$ cat config.mk
export PLATFORM = sky130hd
export DESIGN_NAME = lt2fc_controller
export DESIGN_NICKNAME = d
export VERILOG_FILES = /design/src/lt2fc_pkg.sv /design/src/lt2fc_controller.sv
export SDC_FILE = /design/constraint.sdc
export NUM_CORES = 1
export LEC_CHECK = 0
export BUFFER_PORTS_ARGS = -buffer_cell sky130_fd_sc_hd__buf_2
export CAP_MARGIN = 20
export CORE_AREA = 5 5 71 73
export CTS_BUF_LIST = sky130_fd_sc_hd__clkbuf_4
export DETAILED_ROUTE_END_ITERATION = 10
export DIE_AREA = 0 0 76 78
export REMOVE_ABC_BUFFERS = 1
export SETUP_SLACK_MARGIN = 0.5
export SYNTH_ARGS = -nofsm -noshare
export SYNTH_HDL_FRONTEND = slang
export SYNTH_SLANG_ARGS = --single-unit
$ cat constraint.sdc
create_clock -name clock -period 3.6 [get_ports clock]
set_input_delay 0.36 -clock clock [delete_from_list [all_inputs] [get_ports clock]]
set_output_delay 0.36 -clock clock [all_outputs]
set_load 0.01 [all_outputs]
$ cat src/lt2fc_pkg.sv
// Shared types, constants and tables for the two-flag centroid locator.
package lt2fc_pkg;

   localparam int COORD_W      = 16;
   localparam int CFG_W        = 10;
   localparam int HEAD_W       = 15;
   localparam int STAT_W       = 2;
   localparam int CSR_IDX_W    = 2;
   localparam int K_W          = 19;
   localparam int CORDIC_STEPS = 14;
   localparam int STEP_W       = 4;
   localparam int CX_W         = 28;
   localparam int Z_W          = 16;
   localparam int HEAD_MAX     = 12868;

   // round(2^20 * 4 / (3 pi))
   localparam logic [K_W-1:0] PUSH_K = K_W'(445029);

   localparam logic [CSR_IDX_W-1:0] CSR_LARGE_RADIUS = 2'd0;
   localparam logic [CSR_IDX_W-1:0] CSR_SMALL_RADIUS = 2'd1;
   localparam logic [CSR_IDX_W-1:0] CSR_CLUSTER_GAP  = 2'd2;

   localparam logic [CFG_W-1:0] LARGE_RADIUS_RST = 10'd100;
   localparam logic [CFG_W-1:0] SMALL_RADIUS_RST = 10'd40;
   localparam logic [CFG_W-1:0] CLUSTER_GAP_RST  = 10'd50;

   typedef enum logic [1:0] {
      JOB_PX = 2'd0,
      JOB_PY = 2'd1,
      JOB_MX = 2'd2,
      JOB_MY = 2'd3
   } lt2fc_job_type;

   typedef enum logic [14:0] {
      ST_IDLE  = 15'b000000000000001,
      ST_ACC   = 15'b000000000000010,
      ST_LOAD  = 15'b000000000000100,
      ST_SQX   = 15'b000000000001000,
      ST_SQY   = 15'b000000000010000,
      ST_RT_GO = 15'b000000000100000,
      ST_RT_W  = 15'b000000001000000,
      ST_RK    = 15'b000000010000000,
      ST_PMUL  = 15'b000000100000000,
      ST_DV_GO = 15'b000001000000000,
      ST_DV_W  = 15'b000010000000000,
      ST_CENT  = 15'b000100000000000,
      ST_HD_GO = 15'b001000000000000,
      ST_HD_W  = 15'b010000000000000,
      ST_OUT   = 15'b100000000000000
   } lt2fc_state_type;

   typedef struct packed {
      logic          take;
      logic          acc;
      logic          load;
      logic          cl;
      logic          empty_mark;
      logic          sqx;
      logic          sqy;
      logic          sqrt_start;
      logic          rk;
      logic          pmul;
      lt2fc_job_type job;
      logic          div_start;
      logic          div_take;
      logic          cent;
      logic          cordic_start;
      logic          out_load;
   } lt2fc_cmd_type;

   typedef struct packed {
      logic end_flag;
      logic cl_empty;
      logic rt_busy;
      logic div_busy;
      logic cor_busy;
      logic out_busy;
   } lt2fc_stat_type;

   // atan(2^-i) in Q2.13
   function automatic logic signed [Z_W-1:0] atan_q13(input logic [STEP_W-1:0] i);
      logic signed [Z_W-1:0] a;
      case (i)
         4'd0:    a = 16'sd6434;
         4'd1:    a = 16'sd3798;
         4'd2:    a = 16'sd2007;
         4'd3:    a = 16'sd1019;
         4'd4:    a = 16'sd511;
         4'd5:    a = 16'sd256;
         4'd6:    a = 16'sd128;
         4'd7:    a = 16'sd64;
         4'd8:    a = 16'sd32;
         4'd9:    a = 16'sd16;
         4'd10:   a = 16'sd8;
         4'd11:   a = 16'sd4;
         4'd12:   a = 16'sd2;
         4'd13:   a = 16'sd1;
         default: a = 16'sd0;
      endcase
      return a;
   endfunction

endpackage

$ cat src/lt2fc_controller.sv
// Controller: sequences point intake and the end-of-scan locate steps.
module lt2fc_controller (
   input  logic                        clock,
   input  logic                        reset,
   input  logic                        req_tvalid,
   output logic                        req_tready,
   input  lt2fc_pkg::lt2fc_stat_type   stat,
   output lt2fc_pkg::lt2fc_cmd_type    cmd
);
   import lt2fc_pkg::*;

   lt2fc_state_type state_ff, state_in;
   logic            cl_ff, cl_in;
   lt2fc_job_type   job_ff, job_in;

   always_ff @(posedge clock) begin
      if (reset) begin
         state_ff <= ST_IDLE;
         cl_ff    <= 1'b0;
         job_ff   <= JOB_PX;
      end else begin
         state_ff <= state_in;
         cl_ff    <= cl_in;
         job_ff   <= job_in;
      end
   end

   always_comb begin
      state_in = state_ff;
      cl_in    = cl_ff;
      job_in   = job_ff;
      cmd      = '0;
      cmd.cl   = cl_ff;
      cmd.job  = job_ff;
      case (state_ff)
         ST_IDLE: begin
            cmd.take = req_tvalid;
            if (req_tvalid) state_in = ST_ACC;
         end
         ST_ACC: begin
            cmd.acc = 1'b1;
            cl_in   = 1'b0;
            state_in = stat.end_flag ? ST_LOAD : ST_IDLE;
         end
         ST_LOAD: begin
            cmd.load = 1'b1;
            if (stat.cl_empty) begin
               cmd.empty_mark = 1'b1;
               cl_in    = 1'b1;
               state_in = cl_ff ? ST_HD_GO : ST_LOAD;
            end else begin
               state_in = ST_SQX;
            end
         end
         ST_SQX: begin
            cmd.sqx  = 1'b1;
            state_in = ST_SQY;
         end
         ST_SQY: begin
            cmd.sqy  = 1'b1;
            state_in = ST_RT_GO;
         end
         ST_RT_GO: begin
            cmd.sqrt_start = 1'b1;
            state_in = ST_RT_W;
         end
         ST_RT_W: begin
            if (!stat.rt_busy) state_in = ST_RK;
         end
         ST_RK: begin
            cmd.rk   = 1'b1;
            job_in   = JOB_PX;
            state_in = ST_PMUL;
         end
         ST_PMUL: begin
            cmd.pmul = 1'b1;
            state_in = ST_DV_GO;
         end
         ST_DV_GO: begin
            cmd.div_start = 1'b1;
            state_in = ST_DV_W;
         end
         ST_DV_W: begin
            if (!stat.div_busy) begin
               cmd.div_take = 1'b1;
               if (job_ff == JOB_MY) begin
                  state_in = ST_CENT;
               end else begin
                  job_in   = lt2fc_job_type'(job_ff + 2'd1);
                  state_in = ST_PMUL;
               end
            end
         end
         ST_CENT: begin
            cmd.cent = 1'b1;
            cl_in    = 1'b1;
            state_in = cl_ff ? ST_HD_GO : ST_LOAD;
         end
         ST_HD_GO: begin
            cmd.cordic_start = 1'b1;
            state_in = ST_HD_W;
         end
         ST_HD_W: begin
            if (!stat.cor_busy) state_in = ST_OUT;
         end
         ST_OUT: begin
            if (!stat.out_busy) begin
               cmd.out_load = 1'b1;
               state_in = ST_IDLE;
            end
         end
         default: state_in = ST_IDLE;
      endcase
   end

   assign req_tready = (state_ff == ST_IDLE);

endmodule

* Word level (Yosys, flattened, before mapping)
Index checks and enable logic that the tools add are counted.
** Storage, ports and cells
- Register bits after elaboration :: 18
- Bits in latches :: 0
- Memory bits (writable) :: 0
- Memory bits (read-only) :: 0
- Input bits :: 9
- Logic and storage cells :: 64
- Memories kept :: 0
** Operators by class
- $add $sub $neg :: 1
- Multipliers :: 0
- Div/mod/pow operators :: 0
- Magnitude comparators :: 0
- Equal/unequal tests :: 23
- Shift operators :: 0
- Multiplexer cells :: 32
- Bitwise logic cells :: 0
- Reductions and logical operators :: 5
** Operators with widths (number)
- 15-bit one-hot mux with 15 select lines :: 1
- 15-bit 2-to-1 mux :: 5
- 13-bit 2-to-1 mux :: 2
- 1-bit 2-to-1 mux :: 18
- 15-bit by 1-bit == test with 1-bit output, second input constant :: 1
- 15-bit by 10-bit == test with 1-bit output, second input constant :: 1
- 15-bit by 11-bit == test with 1-bit output, second input constant :: 1
- 15-bit by 12-bit == test with 1-bit output, second input constant :: 1
- 15-bit by 13-bit == test with 1-bit output, second input constant :: 1
- 15-bit by 14-bit == test with 1-bit output, second input constant :: 1
- 15-bit == test, second input constant :: 1
- 15-bit by 2-bit == test with 1-bit output, second input constant :: 1
- 15-bit by 3-bit == test with 1-bit output, second input constant :: 1
- 15-bit by 4-bit == test with 1-bit output, second input constant :: 1
- 15-bit by 5-bit == test with 1-bit output, second input constant :: 1
- 15-bit by 6-bit == test with 1-bit output, second input constant :: 1
- 15-bit by 7-bit == test with 1-bit output, second input constant :: 1
- 15-bit by 8-bit == test with 1-bit output, second input constant :: 1
- 15-bit by 9-bit == test with 1-bit output, second input constant :: 1
- 2-bit != test, second input constant :: 7
- 12-bit 2-to-1 mux :: 1
- 5-bit AND reduction :: 1
- 2-bit 2-to-1 mux :: 2
- 2-bit one-hot mux with 2 select lines :: 1
- other kinds (8) :: 8

* Longest topological paths before layout
Gate-level depths: netlist (run 1).
- Word-level depth :: 4
- Gate-level depth with buffers :: 8

* Least setup slack after synthesis (run 1)
No wires, ideal clock.
- Path kind :: reg2out
- Start point :: reg state_ff[8]
- End point :: out cmd[12] (netlist bit)
- Arrival :: 1656 ps
- Slack :: 1584 ps
- Stages on the path, launching flop included :: 5
- Cell sequence :: dfxtp_1 > nor4_4 > nand4_1 > nor4b_4 > and2_1
** RTL lines
- from (decl) :: RTL line lt2fc_controller.sv:12 : lt2fc_state_type state_ff, state_in;
- from (signal assigned) :: RTL line lt2fc_controller.sv:22 : state_ff <= state_in;
- to (decl) :: RTL line lt2fc_controller.sv:8 : output lt2fc_pkg::lt2fc_cmd_type cmd

==> results, run 1 <==
- Based on the critical path, the design can be clocked at up to 395 MHz.
- In this run, placement finished with an instance count of 212.
- The kind of cell adding the most delay to the critical path is simple AND/OR/NAND/NOR gates.
- The count of buffers added by post-CTS timing repair for setup is 0.
- The count of nets left with antenna violations after detail routing is 0.
- The mean instance size in the synthesized netlist is 8.85 um2.
- The largest fanout on the critical path is 7.
- The number of buffer and inverter instances along the worst setup path is 1.
- The clock tree from TritonCTS is done.
- After routing, the total negative slack on setup checks comes to 0 ns.
- The flow ran to the end, and the final reports show no timing, DRC or antenna violations.
- The kind of end point of the critical path is a primary output.
- In this run the horizontal extent of the chip is 76 um.
- The number of max-slew violations in the final report is 0.
- The portion of total power attributed to the clock network is 0.224.
- The critical path class is flop to primary output.
- During placement, the flow inserted port buffers numbering 26.
- The count of routing violations after the opening detailed-route iteration is 96.
- The post-cts gate resize count is 0.
- The analysis attributes to net switching a power of 0.164 mW.
- Summed over all layers, the global routing overflow is 0.
- The portion of the post-synthesis area used by sequential elements is 0.285.
- After the last flow step, the layout net total stands at 175.
- In the routed layout, each cell is associated on average with a via count of 5.33.
- The worst clock skew is 0.00230 ns.
- The initial antenna violation count is 0.
- The gate count of the mapped netlist is 143.
- Data on the critical path arrives at its endpoint at 2.17 ns.
- Of the total power, the share spent switching nets is 0.351.
- The endpoint of the worst hold path is state_ff[3].
- The number of placement rows is 24.
- STA classifies the critical path startpoint as a flop.
- The clock root buffer is sky130_fd_sc_hd__clkbuf_4.
- The number of design rule violations left after detail routing is 0.
- Detailed placement finished with a half-perimeter wire length of 2270 um.
- The starting utilization of the core area is 0.295.
- The worst reg2reg path startpoint is state_ff[8].
- In this run the number of H-tree levels came out at 1.
- The number of global-route vias before repair was 1098.
- After clock tree synthesis, the flow added hold-fix buffers numbering 0.
- The leakage power total is 0.554 nW.
- Setup slack on the worst reg-to-reg path comes out at 1.45 ns.
- The clock-pin slew reported for the worst setup and hold paths after clock tree synthesis is 0.10 ns.
- The share of total power dissipated in combinational logic is 0.300.
- The iteration count of the initial detailed-routing pass is 4.
- The worst hold path was traced through 2 stages.
- In this run the most critical hold path is launched from stat[4].
- The detailed router placed 1146 vias in this run.
- The biggest cell delay along the critical path is 0.55 ns.
- The number of storage elements in the synthesis netlist is 18.
- The post-synthesis instance area is 1270 um2.
- The most common flop cell mapped by yosys is sky130_fd_sc_hd__dfxtp_1.
- Setup repair after global routing left no endpoint under its margin.
- The detailed-route wire length is 3050 um.
- The total I/O pin count is 27.
- The die covers 5930 um2.
- The critical path goes through nor4_4 > and2_2 > nand3_1 > nor3b_1 > buf_2.
- At the pin with the least slew margin, the transition time is 0.573 ns.
- The power per cell area is 334 nW/um2.
- The minimum hold slack is 0.243 ns.
- The maximum clock path buffer count is 2.
- The core area is 4290 um2.
- On the critical path, the stage with the largest delay is an instance of sky130_fd_sc_hd__nor4_4.
- In the final layout, the share of cells above drive strength 1 is 0.276.
- Routability-driven placement finished with a final weighted congestion of 0.796.
- The number of cells on the worst reg-to-reg path is 5.
- Summing all placed instances gives a cell area of 1380 um2.
- Dividing the detail-routed wire length by the instance count gives 14.2 um.
- The number of diodes added for antenna fixing is 0.
- The final-report setup violation count is 0.
- The number of cells in the finished layout apart from fillers is 215.
- The ratio of final minimum period to clock period is 0.703.
- Clock tree synthesis inserted a total of 3 buffers.
- With fillers left out, the area of the finished cells amounts to 1400 um2.
- Data on the critical path is required at its endpoint by 3.24 ns.
- The fill cell instance count of the final layout is 446.
- Max-cap violations in this run came to 0.
- Relative to the synthesized area, the layout overhead comes to 10.7%.
- The met3 demand-to-capacity share in global routing is 0.0174.
- The final critical delay including setup and external delays is 2.53 ns.
- The tightest min-delay check is of the input pin to flop type.
- The number of distinct library cells after synthesis is 45.
- The count of final hold-check violations was 0.
- The internal portion of the total power is 0.304 mW.
- The warning count from the yosys run is 0.
- In the global route stage, met1 resource usage came out at 0.150.
- The endpoint of the worst-slack reg-to-reg timing path is state_ff[12].
- For this run, the total global-route usage over all layers was measured as 0.102.
- The count of flip-flops with a built-in enable after synthesis is 0.
- VDD sags by at most 0.237 mV.
- The tightest slew margin relative to the limit is 0.616.
- The sequential cell fraction of total power is 0.476.
- For the worst-skew pair, the clock arrives at the later sink with an insertion delay of 0.30 ns.
- The share of synthesized flip-flops with an asynchronous set or reset is 0.
- The layer flagged by global routing as most heavily used is met2.
- The number of sinks handled by clock tree synthesis is 18.
- The first global-routing pass estimated 5140 um of wire.
- In the global route stage, met2 resource usage came out at 0.153.
- The die is 78 um tall.
- The largest net degree at the start of global routing is 16.
## per-layer routing
metal | up-vias | routed length, um | share of wire
met5 | - | 0 | 0
met4 | 0 | 19 | 0.0062
met3 | 4 | 165 | 0.054
met2 | 39 | 1300 | 0.43
met1 | 527 | 1570 | 0.51
li1 | 576 | - | -
## logic make-up (layout without fill, tap and decap cells)
logic type | Yosys count | after routing | share of synthesized area
compound gates | 22 | 22 | 0.123
flops | 18 | 18 | 0.285
simple gates | 83 | 83 | 0.460
mux | 2 | 2 | 0.0178
xor+xnor | 4 | 4 | 0.0277
fa+ha+maj | 1 | 1 | 0.00988
buf+inv | 13 | 33 | 0.0771
## flip-flops by register name (all words and copies together) (netlist names)
signal and cells:
job_ff 2, state_ff 15, cl_ff 1
## layout make-up
cell class / count / area (um2) / area share
multi-input combinational: 112 / 808 / 0.577
clock buffer: 3 / 22.5 / 0.0161
inverter: 4 / 15.0 / 0.0107
sequential: 18 / 360 / 0.257
timing repair buffer: 26 / 130 / 0.0929
tap: 52 / 65.1 / 0.0464
## synthesized netlist by cell type (2+ instances only)
cell	instances	area, um2
sky130_fd_sc_hd__or3_1	3	18.8
sky130_fd_sc_hd__nand2_1	11	41.3
sky130_fd_sc_hd__nor4_1	6	37.5
sky130_fd_sc_hd__nand3b_1	3	22.5
sky130_fd_sc_hd__nor3_1	2	10.0
sky130_fd_sc_hd__mux2_2	2	22.5
sky130_fd_sc_hd__a21oi_1	7	35.0
sky130_fd_sc_hd__nor4b_1	6	52.6
sky130_fd_sc_hd__nor2b_1	2	12.5
sky130_fd_sc_hd__a211oi_1	2	15.0
sky130_fd_sc_hd__o211ai_1	3	22.5
sky130_fd_sc_hd__nand4_1	4	25.0
sky130_fd_sc_hd__nor3b_1	4	30.0
sky130_fd_sc_hd__and3_1	2	12.5
sky130_fd_sc_hd__buf_4	4	30.0
sky130_fd_sc_hd__nand3_1	5	25.0
sky130_fd_sc_hd__and2_1	3	18.8
sky130_fd_sc_hd__inv_1	4	15.0
sky130_fd_sc_hd__or4_1	2	15.0
sky130_fd_sc_hd__nor3_2	3	30.0
sky130_fd_sc_hd__dfxtp_1	18	360
sky130_fd_sc_hd__xor2_1	3	26.3
sky130_fd_sc_hd__nor2_1	14	52.6
sky130_fd_sc_hd__clkbuf_8	2	27.5
sky130_fd_sc_hd__o21ai_0	4	20.0
sky130_fd_sc_hd__nor4_4	4	85.1
sky130_fd_sc_hd__nand2b_1	2	12.5
## worst max path at each step
stage	cells past startpoint	start	slack (ns)	to
6_report	5	state_ff[0]	1.07	cmd[4]
5_1_grt	5	state_ff[0]	0.89	cmd[4]
4_1_cts	5	state_ff[0]	1.02	cmd[4]
3_5_place_dp	5	state_ff[0]	1.38	cmd[4]
3_3_place_gp	5	state_ff[0]	1.39	cmd[4]
2_1_floorplan	4	state_ff[8]	1.58	cmd[12]
## placed cells by master (no fill, tap or decap), drive strengths merged, types with 5 or more instances in the layout
cell type  instances
nand3              6
buf               26
nor2              14
dfxtp             18
nand2             11
nor4              10
nor4b              7
nor3               5
a21oi              7
## power groups by stage
stage                     Combinational [mW]  Clock [mW]  Sequential [mW]
after detailed placement               0.140           0            0.227
after CTS                              0.141       0.106            0.222
after floorplan                        0.103           0            0.224
after global placement                 0.139           0            0.227
after global routing                   0.154       0.115            0.224
final                                  0.140       0.105            0.223
## through the flow
step,total power [mW],setup WS [ns],utilization
final,0.468,1.07,0.326
after CTS,0.470,1.02,0.326
after floorplan,0.327,1.58,-
after global routing,0.493,0.890,0.326
after detailed placement,0.367,1.38,0.321
after global placement,0.366,1.39,0.321
(Power assumes the default switching activity.)
==> run 2, diff against run 1 <==
clock period = 2.5 ns   (was 3.6 ns; I/O delays follow)
==> results, run 2 (synthesized netlist as in run 1, its figures left out) <==
- In the finished design, the share of the clock period the worst path needs comes to 0.898.
- The iteration count of the initial detailed-routing pass is 4 (unchanged).
- Setup repair after global routing could not meet its margin everywhere.
- Ranked by flip-flop count, first place goes to state_ff.
- The via count was 1332 (+16%).
- The count of routing violations after the opening detailed-route iteration came to 60 (-38%).
- The required time of the critical path is 2.25 ns (-0.99 ns).
- The overflow left after global routing was 0 (unchanged).
- The half-perimeter wire length after detailed placement is 2390 um (+5.3%).
- The number of cells in the finished layout apart from fillers is 260 (+21%).
- The core area is 4290 um2 (unchanged).
- The initial antenna violation count came to 0 (unchanged).
- The nature of the critical path startpoint is a flop.
- The number of I/O port buffers was 26 (unchanged).
- The die height is 78 um (unchanged).
- The proportion of layout cells with a drive suffix above 1 was 0.587 (+0.310).
- The min-delay analysis places its worst path in the category input pin to flop.
- The number of placed instances with taps included was 213 (+0.47%).
- The tightest slew margin relative to the limit came to 0.670 (+0.0536).
- The total of max-cap violations is 0 (unchanged).
- The setup slack of the worst register-to-register path was 0.36 ns (-1.09 ns).
- For this run, the top clock speed supported by timing is 445 MHz.
- The routed design could run at a clock period as short as 2.25 ns.
- The clock tree from TritonCTS is done.
- The data arrival time of the worst path is 2.00 ns (-0.17 ns).
- The clock-pin slew reported for the worst setup and hold paths after clock tree synthesis is 0.11 ns (about the same).
- The area of the die came to 5930 um2 (unchanged).
- The growth of design area from synthesis to finish is 58.3%.
- The later-pin clock latency in the skew report is 0.30 ns (about the same).
- The kind of end point of the critical path is a primary output.
- The slew at the pin with the worst max-slew slack is 0.488 ns (-0.0842 ns).
- The global-route wire length before repair is 6040 um (+17%).
- The final-report setup violation count was 0 (unchanged).
- The number of nets at the end of the flow is 219 (+25%).
- The total I/O pin count came to 27 (unchanged).
- The CTS H-tree depth is 1 (unchanged).
- The peak supply drop is 0.531 mV (+120%).
- The maximum clock path buffer count is 2 (unchanged).
- The starting utilization of the core area came to 0.295 (unchanged).
- The number of global-route vias before repair is 1306 (+19%).
- The post-detailed-route via-to-cell ratio is 5.12 (-3.9%).
- The flip-flop count of the largest register after layout came to 15 (unchanged).
- The detailed-route wire length is 4000 um (+31%).
- The floorplan die width is 76 um (unchanged).
- The global routing usage summed across all routing layers came to 0.122 (+0.0197).
- The run finished with clean final reports.
- The number of sinks handled by clock tree synthesis was 18 (unchanged).
- The number of max-slew violations in the final report is 0 (unchanged).
- The worst clock skew is 0.00549 ns (+0.00319 ns).
- The top cell types in the final layout, fill and taps aside, are 34 x sky130_fd_sc_hd__buf_4, 21 x sky130_fd_sc_hd__buf_2, 14 x sky130_fd_sc_hd__buf_6, 13 x sky130_fd_sc_hd__nor2_1, 11 x sky130_fd_sc_hd__nand2_1.
- The count of nets left with antenna violations after detail routing is 0 (unchanged).
- The final routed wire length divided by cell count is 15.4 um (+8.4%).
- The commonest non-fill, non-tap cell in the layout is sky130_fd_sc_hd__buf_4.
- The final RePlAce weighted congestion was 0.777 (-2.3%).
- The number of design rule violations left after detail routing is 0 (unchanged).
- The count of final hold-check violations is 0 (unchanged).
- The leakage power total is 0.821 nW (+48%).
- The power per cell area is 450 nW/um2 (+35%).
- The largest fanout on the critical path is 8 (+1).
- The clock root buffer is sky130_fd_sc_hd__clkbuf_4.
- The summed negative setup slack over all endpoints is 0 ns (unchanged).
- The number of diodes added for antenna fixing was 0 (unchanged).
- The fill cell instance count of the final layout is 413 (-7.4%).
- The number of buffers created by CTS is 3 (unchanged).
- The largest net degree at the start of global routing is 16 (unchanged).
- The worst setup path is of the flop to primary output kind.
- The number of placement rows is 24 (unchanged).
- The largest registers in the layout are state_ff: 15 flops, job_ff: 2 flops, cl_ff: 1 flops.
## run 2: changes by cell type in the layout (fill, tap and decap cells not counted), moves of 5 or more
cell,previous run,this run
sky130_fd_sc_hd__buf_4,0,34
sky130_fd_sc_hd__buf_2,26,21
sky130_fd_sc_hd__dfxtp_1,18,4
sky130_fd_sc_hd__dfxtp_4,0,8
sky130_fd_sc_hd__buf_6,0,14
sky130_fd_sc_hd__dfxtp_2,0,6
## run 2: report_power, final
| part | total (mW) | internal [mW] | leakage, nW | switching [mW] |
|---|---|---|---|---|
| logic | 0.438 | 0.239 | 0.651 | 0.198 |
| registers | 0.307 | 0.295 | 0.154 | 0.0117 |
| clock network | 0.156 | 0.0581 | 0.0154 | 0.0980 |
## run 2: critical path, cell delays in order (launching register included)
cell	delay, ns
sky130_fd_sc_hd__dfxtp_4	0.39
sky130_fd_sc_hd__nor4_4	0.42
sky130_fd_sc_hd__nand4_1	0.25
sky130_fd_sc_hd__nor4b_4	0.35
sky130_fd_sc_hd__and2_1	0.15
sky130_fd_sc_hd__buf_2	0.12
## run 2: repair_timing
item	4_1_cts	5_1_grt
setup buffers	27	16
hold buffers	0	0
setup endpoints to repair	26	26
pin swaps	18	13
gates resized for setup	41	24
## run 2: area by class of cell
type | instances | area [um2] | area share
inverters | 4 | 15.0 | 0.00749
clock buffers | 3 | 22.5 | 0.0112
multi-input cells | 112 | 962 | 0.480
well taps | 52 | 65.1 | 0.0325
flip-flops and latches | 18 | 398 | 0.199
repair buffers | 70 | 538 | 0.268
clock inverters | 1 | 3.75 | 0.00187
## run 2: per-layer routing
layer	GRT usage	part of all wire	up-vias
li1	-	-	661
met1	0.159	0.47	638
met2	0.199	0.48	31
met3	0.0370	0.045	2
met4	0.0249	0.0043	0
met5	0	0	-
## run 2: worst paths after layout
path                    start  cells past startpoint           end
setup reg to reg  state_ff[6]                     13  state_ff[10]
hold reg to reg     job_ff[1]                      2     job_ff[1]
hold / removal        stat[4]                      2   state_ff[3]
setup / recovery  state_ff[6]                      5       cmd[12]
## run 2: stage by stage
step	worst slack (ns)	cell area (um2)	hold slack, ns	utilization	power, mW
detailed placement	0.358	1390	0.448	0.323	0.531
global route	0.0999	2000	0.123	0.467	0.950
finish	0.254	2000	0.136	0.467	0.901
CTS	0.257	1780	0.116	0.414	0.810
floorplan	0.590	1180	0.319	-	0.471
global placement	0.393	1390	0.442	0.323	0.530
==> run 3, diff against run 2 <==
CAP_MARGIN = not set   (was 20)
clock period = 1.9 ns   (was 2.5 ns; I/O delays follow)
==> results, run 3 (synthesized netlist as in run 1, its figures left out) <==
- The data arrival time of the worst path was 1.89 ns (-0.11 ns).
- The setup slack of the worst register-to-register path is -0.09 ns (-0.45 ns).
- The clock-pin slew reported for the worst setup and hold paths after clock tree synthesis came to 0.13 ns (+0.02 ns).
- The proportion of layout cells with a drive suffix above 1 is 0.661 (+0.0745).
- The total placed instance area is 1640 um2 (+18%).
- The peak supply drop was 0.430 mV (-19%).
- The number of placement rows is 24 (unchanged).
- The starting utilization of the core area is 0.295 (unchanged).
- The final-report setup violation count is 18 (+18).
- The iteration count of the initial detailed-routing pass came to 4 (unchanged).
- The count of final hold-check violations is 0 (unchanged).
- The later-pin clock latency in the skew report is 0.31 ns (about the same).
- The number of global-route vias before repair came to 1493 (+14%).
- The number of max-slew violations in the final report is 0 (unchanged).
- The signal on the critical path passes through nor4_4 > buf_4 > nand4_1 > nor4b_4 > and2_1 > buf_2.
- The type of the tightest min-delay check is input pin to flop.
- The worst clock skew is 0.0146 ns (+0.00910 ns).
- The tightest slew margin relative to the limit came to 0.657 (-0.0123).
- The slew at the pin with the worst max-slew slack is 0.507 ns (+0.0183 ns).
- The via count came to 1459 (+9.5%).
- The maximum clock path buffer count is 2 (unchanged).
- The biggest cell delay along the critical path is 0.37 ns (-0.05 ns).
- TritonCTS built the clock tree.
- The total of max-cap violations is 0 (unchanged).
- STA classifies the critical path endpoint as a primary output.
- The smallest clock period supported by the final layout is computed as 2.08 ns.
- The initial antenna violation count was 0 (unchanged).
- In this run the critical register-to-register path is launched from state_ff[3].
- The worst hold path terminates at state_ff[3].
- The power per cell area came to 520 nW/um2 (+16%).
- The largest fanout on the critical path is 5 (-3).
- The number of buffer and inverter instances along the worst setup path is 2 (+1).
- The largest net degree at the start of global routing is 16 (unchanged).
- The half-perimeter wire length after detailed placement was 2650 um (+11%).
- The overflow left after global routing was 0 (unchanged).
- The required time of the critical path is 1.71 ns (-0.54 ns).
- STA classifies the critical path startpoint as a flop.
- The number of diodes added for antenna fixing is 0 (unchanged).
- The floorplan die width was 76 um (unchanged).
- The pre-CTS worst setup slack is -0.0197 ns (-0.378 ns).
- In the final layout, the registers with the most flip-flops are state_ff: 15 flops, job_ff: 2 flops, cl_ff: 1 flops.
- The summed negative setup slack over all endpoints is -1.47 ns (-1.47 ns).
- The number of design rule violations left after detail routing is 0 (unchanged).
- The ratio of final minimum period to clock period is 1.09.
- The number of buffers created by CTS is 3 (unchanged).
- The leakage power total was 0.972 nW (+18%).
- The area of the die came to 5930 um2 (unchanged).
- The startpoint identified for the worst hold timing path is stat[4].
- The total I/O pin count is 27 (unchanged).
- The core area is 4290 um2 (unchanged).
- The flip-flop count of the largest register after layout is 15 (unchanged).
- The count of routing violations after the opening detailed-route iteration was 67 (+12%).
- The CTS H-tree depth was 1 (unchanged).
- The post-route cell area is 2270 um2 (+13%).
- The count of nets left with antenna violations after detail routing came to 0 (unchanged).
- The critical path in this run is classified as flop to primary output.
- The most flop-heavy register is state_ff.
- The number of nets at the end of the flow is 247 (+13%).
- Leaving out fill and tap cells, the most frequent cell in the layout is sky130_fd_sc_hd__buf_4.
- The growth of design area from synthesis to finish is 79.6%.
- The die height is 78 um (unchanged).
- The number of I/O port buffers is 26 (unchanged).
- The run finished, with violations left.
- The slowest stage of the critical path belongs to the cell sky130_fd_sc_hd__dfxtp_2.
- The endpoint of the worst-slack reg-to-reg timing path is job_ff[0].
- The global-route wire length before repair is 7020 um (+16%).
- The final worst setup slack is -0.176 ns (-0.430 ns).
- The kind of cell adding the most delay to the critical path is simple AND/OR/NAND/NOR gates.
- The final reports fail on setup timing.
- The clock root buffer is sky130_fd_sc_hd__clkbuf_4.
- The fill cell instance count of the final layout is 392 (-5.1%).
- Setup repair after global routing could not meet its margin everywhere.
- The library cells used most frequently in the layout, excluding fill and tap cells, are 64 x sky130_fd_sc_hd__buf_4, 21 x sky130_fd_sc_hd__buf_2, 13 x sky130_fd_sc_hd__buf_6, 12 x sky130_fd_sc_hd__nor2_1, 11 x sky130_fd_sc_hd__nand2_1.
- The global routing usage summed across all routing layers was 0.142 (+0.0203).
- The detailed-route wire length is 4110 um (+2.8%).
- The count of cells along the worst hold path was 2 (unchanged).
- The final RePlAce weighted congestion is 0.777 (about the same).
- The number of cells on the worst reg-to-reg path is 8 (-5).
- The post-detailed-route via-to-cell ratio was 5.07 (-1.1%).
- The number of sinks handled by clock tree synthesis is 18 (unchanged).
- The final routed wire length divided by cell count is 14.3 um (-7.2%).
- The overall power of the completed layout is 1.18 mW (+31%).
- Timing would allow up to 482 MHz.
## run 3: cell count changes in the layout (fill, tap and decap cells not counted), sizes merged
cell  change
buf      +28
## run 3: layout make-up
cell class                      count  area [um2]  share of cell area
Tap cell                           52        65.1              0.0286
Inverter                            4        15.0             0.00660
Timing Repair Buffer               98         732               0.322
Clock buffer                        3        22.5             0.00990
Clock inverter                      1        3.75             0.00165
Sequential cell                    18         377               0.166
Multi-Input combinational cell    112        1060               0.466
## run 3: timing repair
| item | in CTS | in global routing |
|---|---|---|
| hold buffers | 0 | 0 |
| setup endpoints to repair | 33 | 33 |
| cloned | 0 | 0 |
| setup buffers | 26 | 11 |
| pin swaps | 31 | 14 |
| gates resized for setup | 54 | 16 |
## run 3: layer usage
layer | vias up | track usage | wire length [um]
li1 | 718 | - | -
met1 | 696 | 0.192 | 1950
met2 | 36 | 0.228 | 1940
met3 | 9 | 0.0382 | 167
met4 | 0 | 0.0285 | 56
met5 | - | 0 | 0
## run 3: worst reg2reg max path: stages, from the launching register on
cell                       delay [ns]
sky130_fd_sc_hd__dfxtp_2         0.35
sky130_fd_sc_hd__nor4_4          0.33
sky130_fd_sc_hd__buf_4           0.19
sky130_fd_sc_hd__nand3_4         0.09
sky130_fd_sc_hd__nor4_4          0.25
sky130_fd_sc_hd__buf_4           0.18
sky130_fd_sc_hd__o211ai_4        0.09
sky130_fd_sc_hd__or3_1           0.35
sky130_fd_sc_hd__a21oi_1         0.12
## run 3: worst max path at each step
stage / startpoint / endpoint / slack [ns] / cells past startpoint
final: state_ff[4] / cmd[12] / -0.18 / 6
after global routing: state_ff[4] / cmd[12] / -0.31 / 6
after CTS: state_ff[7] / cmd[12] / -0.27 / 7
after detailed placement: state_ff[7] / state_ff[12] / -0.02 / 6
after global placement: state_ff[7] / state_ff[12] / -0.06 / 6
after floorplan: state_ff[8] / job_ff[0] / -0.01 / 6
## run 3: metrics by stage
| step | utilization | instances | hold WS [ns] |
|---|---|---|---|
| 6_report | 0.530 | 288 | 0.0992 |
| 4_1_cts | 0.491 | 277 | 0.0854 |
| 5_1_grt | 0.530 | 288 | 0.0936 |
| 3_5_place_dp | 0.382 | 247 | 0.382 |
| 3_3_place_gp | 0.382 | 247 | 0.381 |
| 2_1_floorplan | - | 134 | 0.259 |
## run 3: power breakdown
| group | leakage [nW] | switching (mW) | internal [mW] |
|---|---|---|---|
| Clock | 0.0154 | 0.140 | 0.0768 |
| Combinational | 0.806 | 0.269 | 0.296 |
| Sequential | 0.151 | 0.0132 | 0.388 |
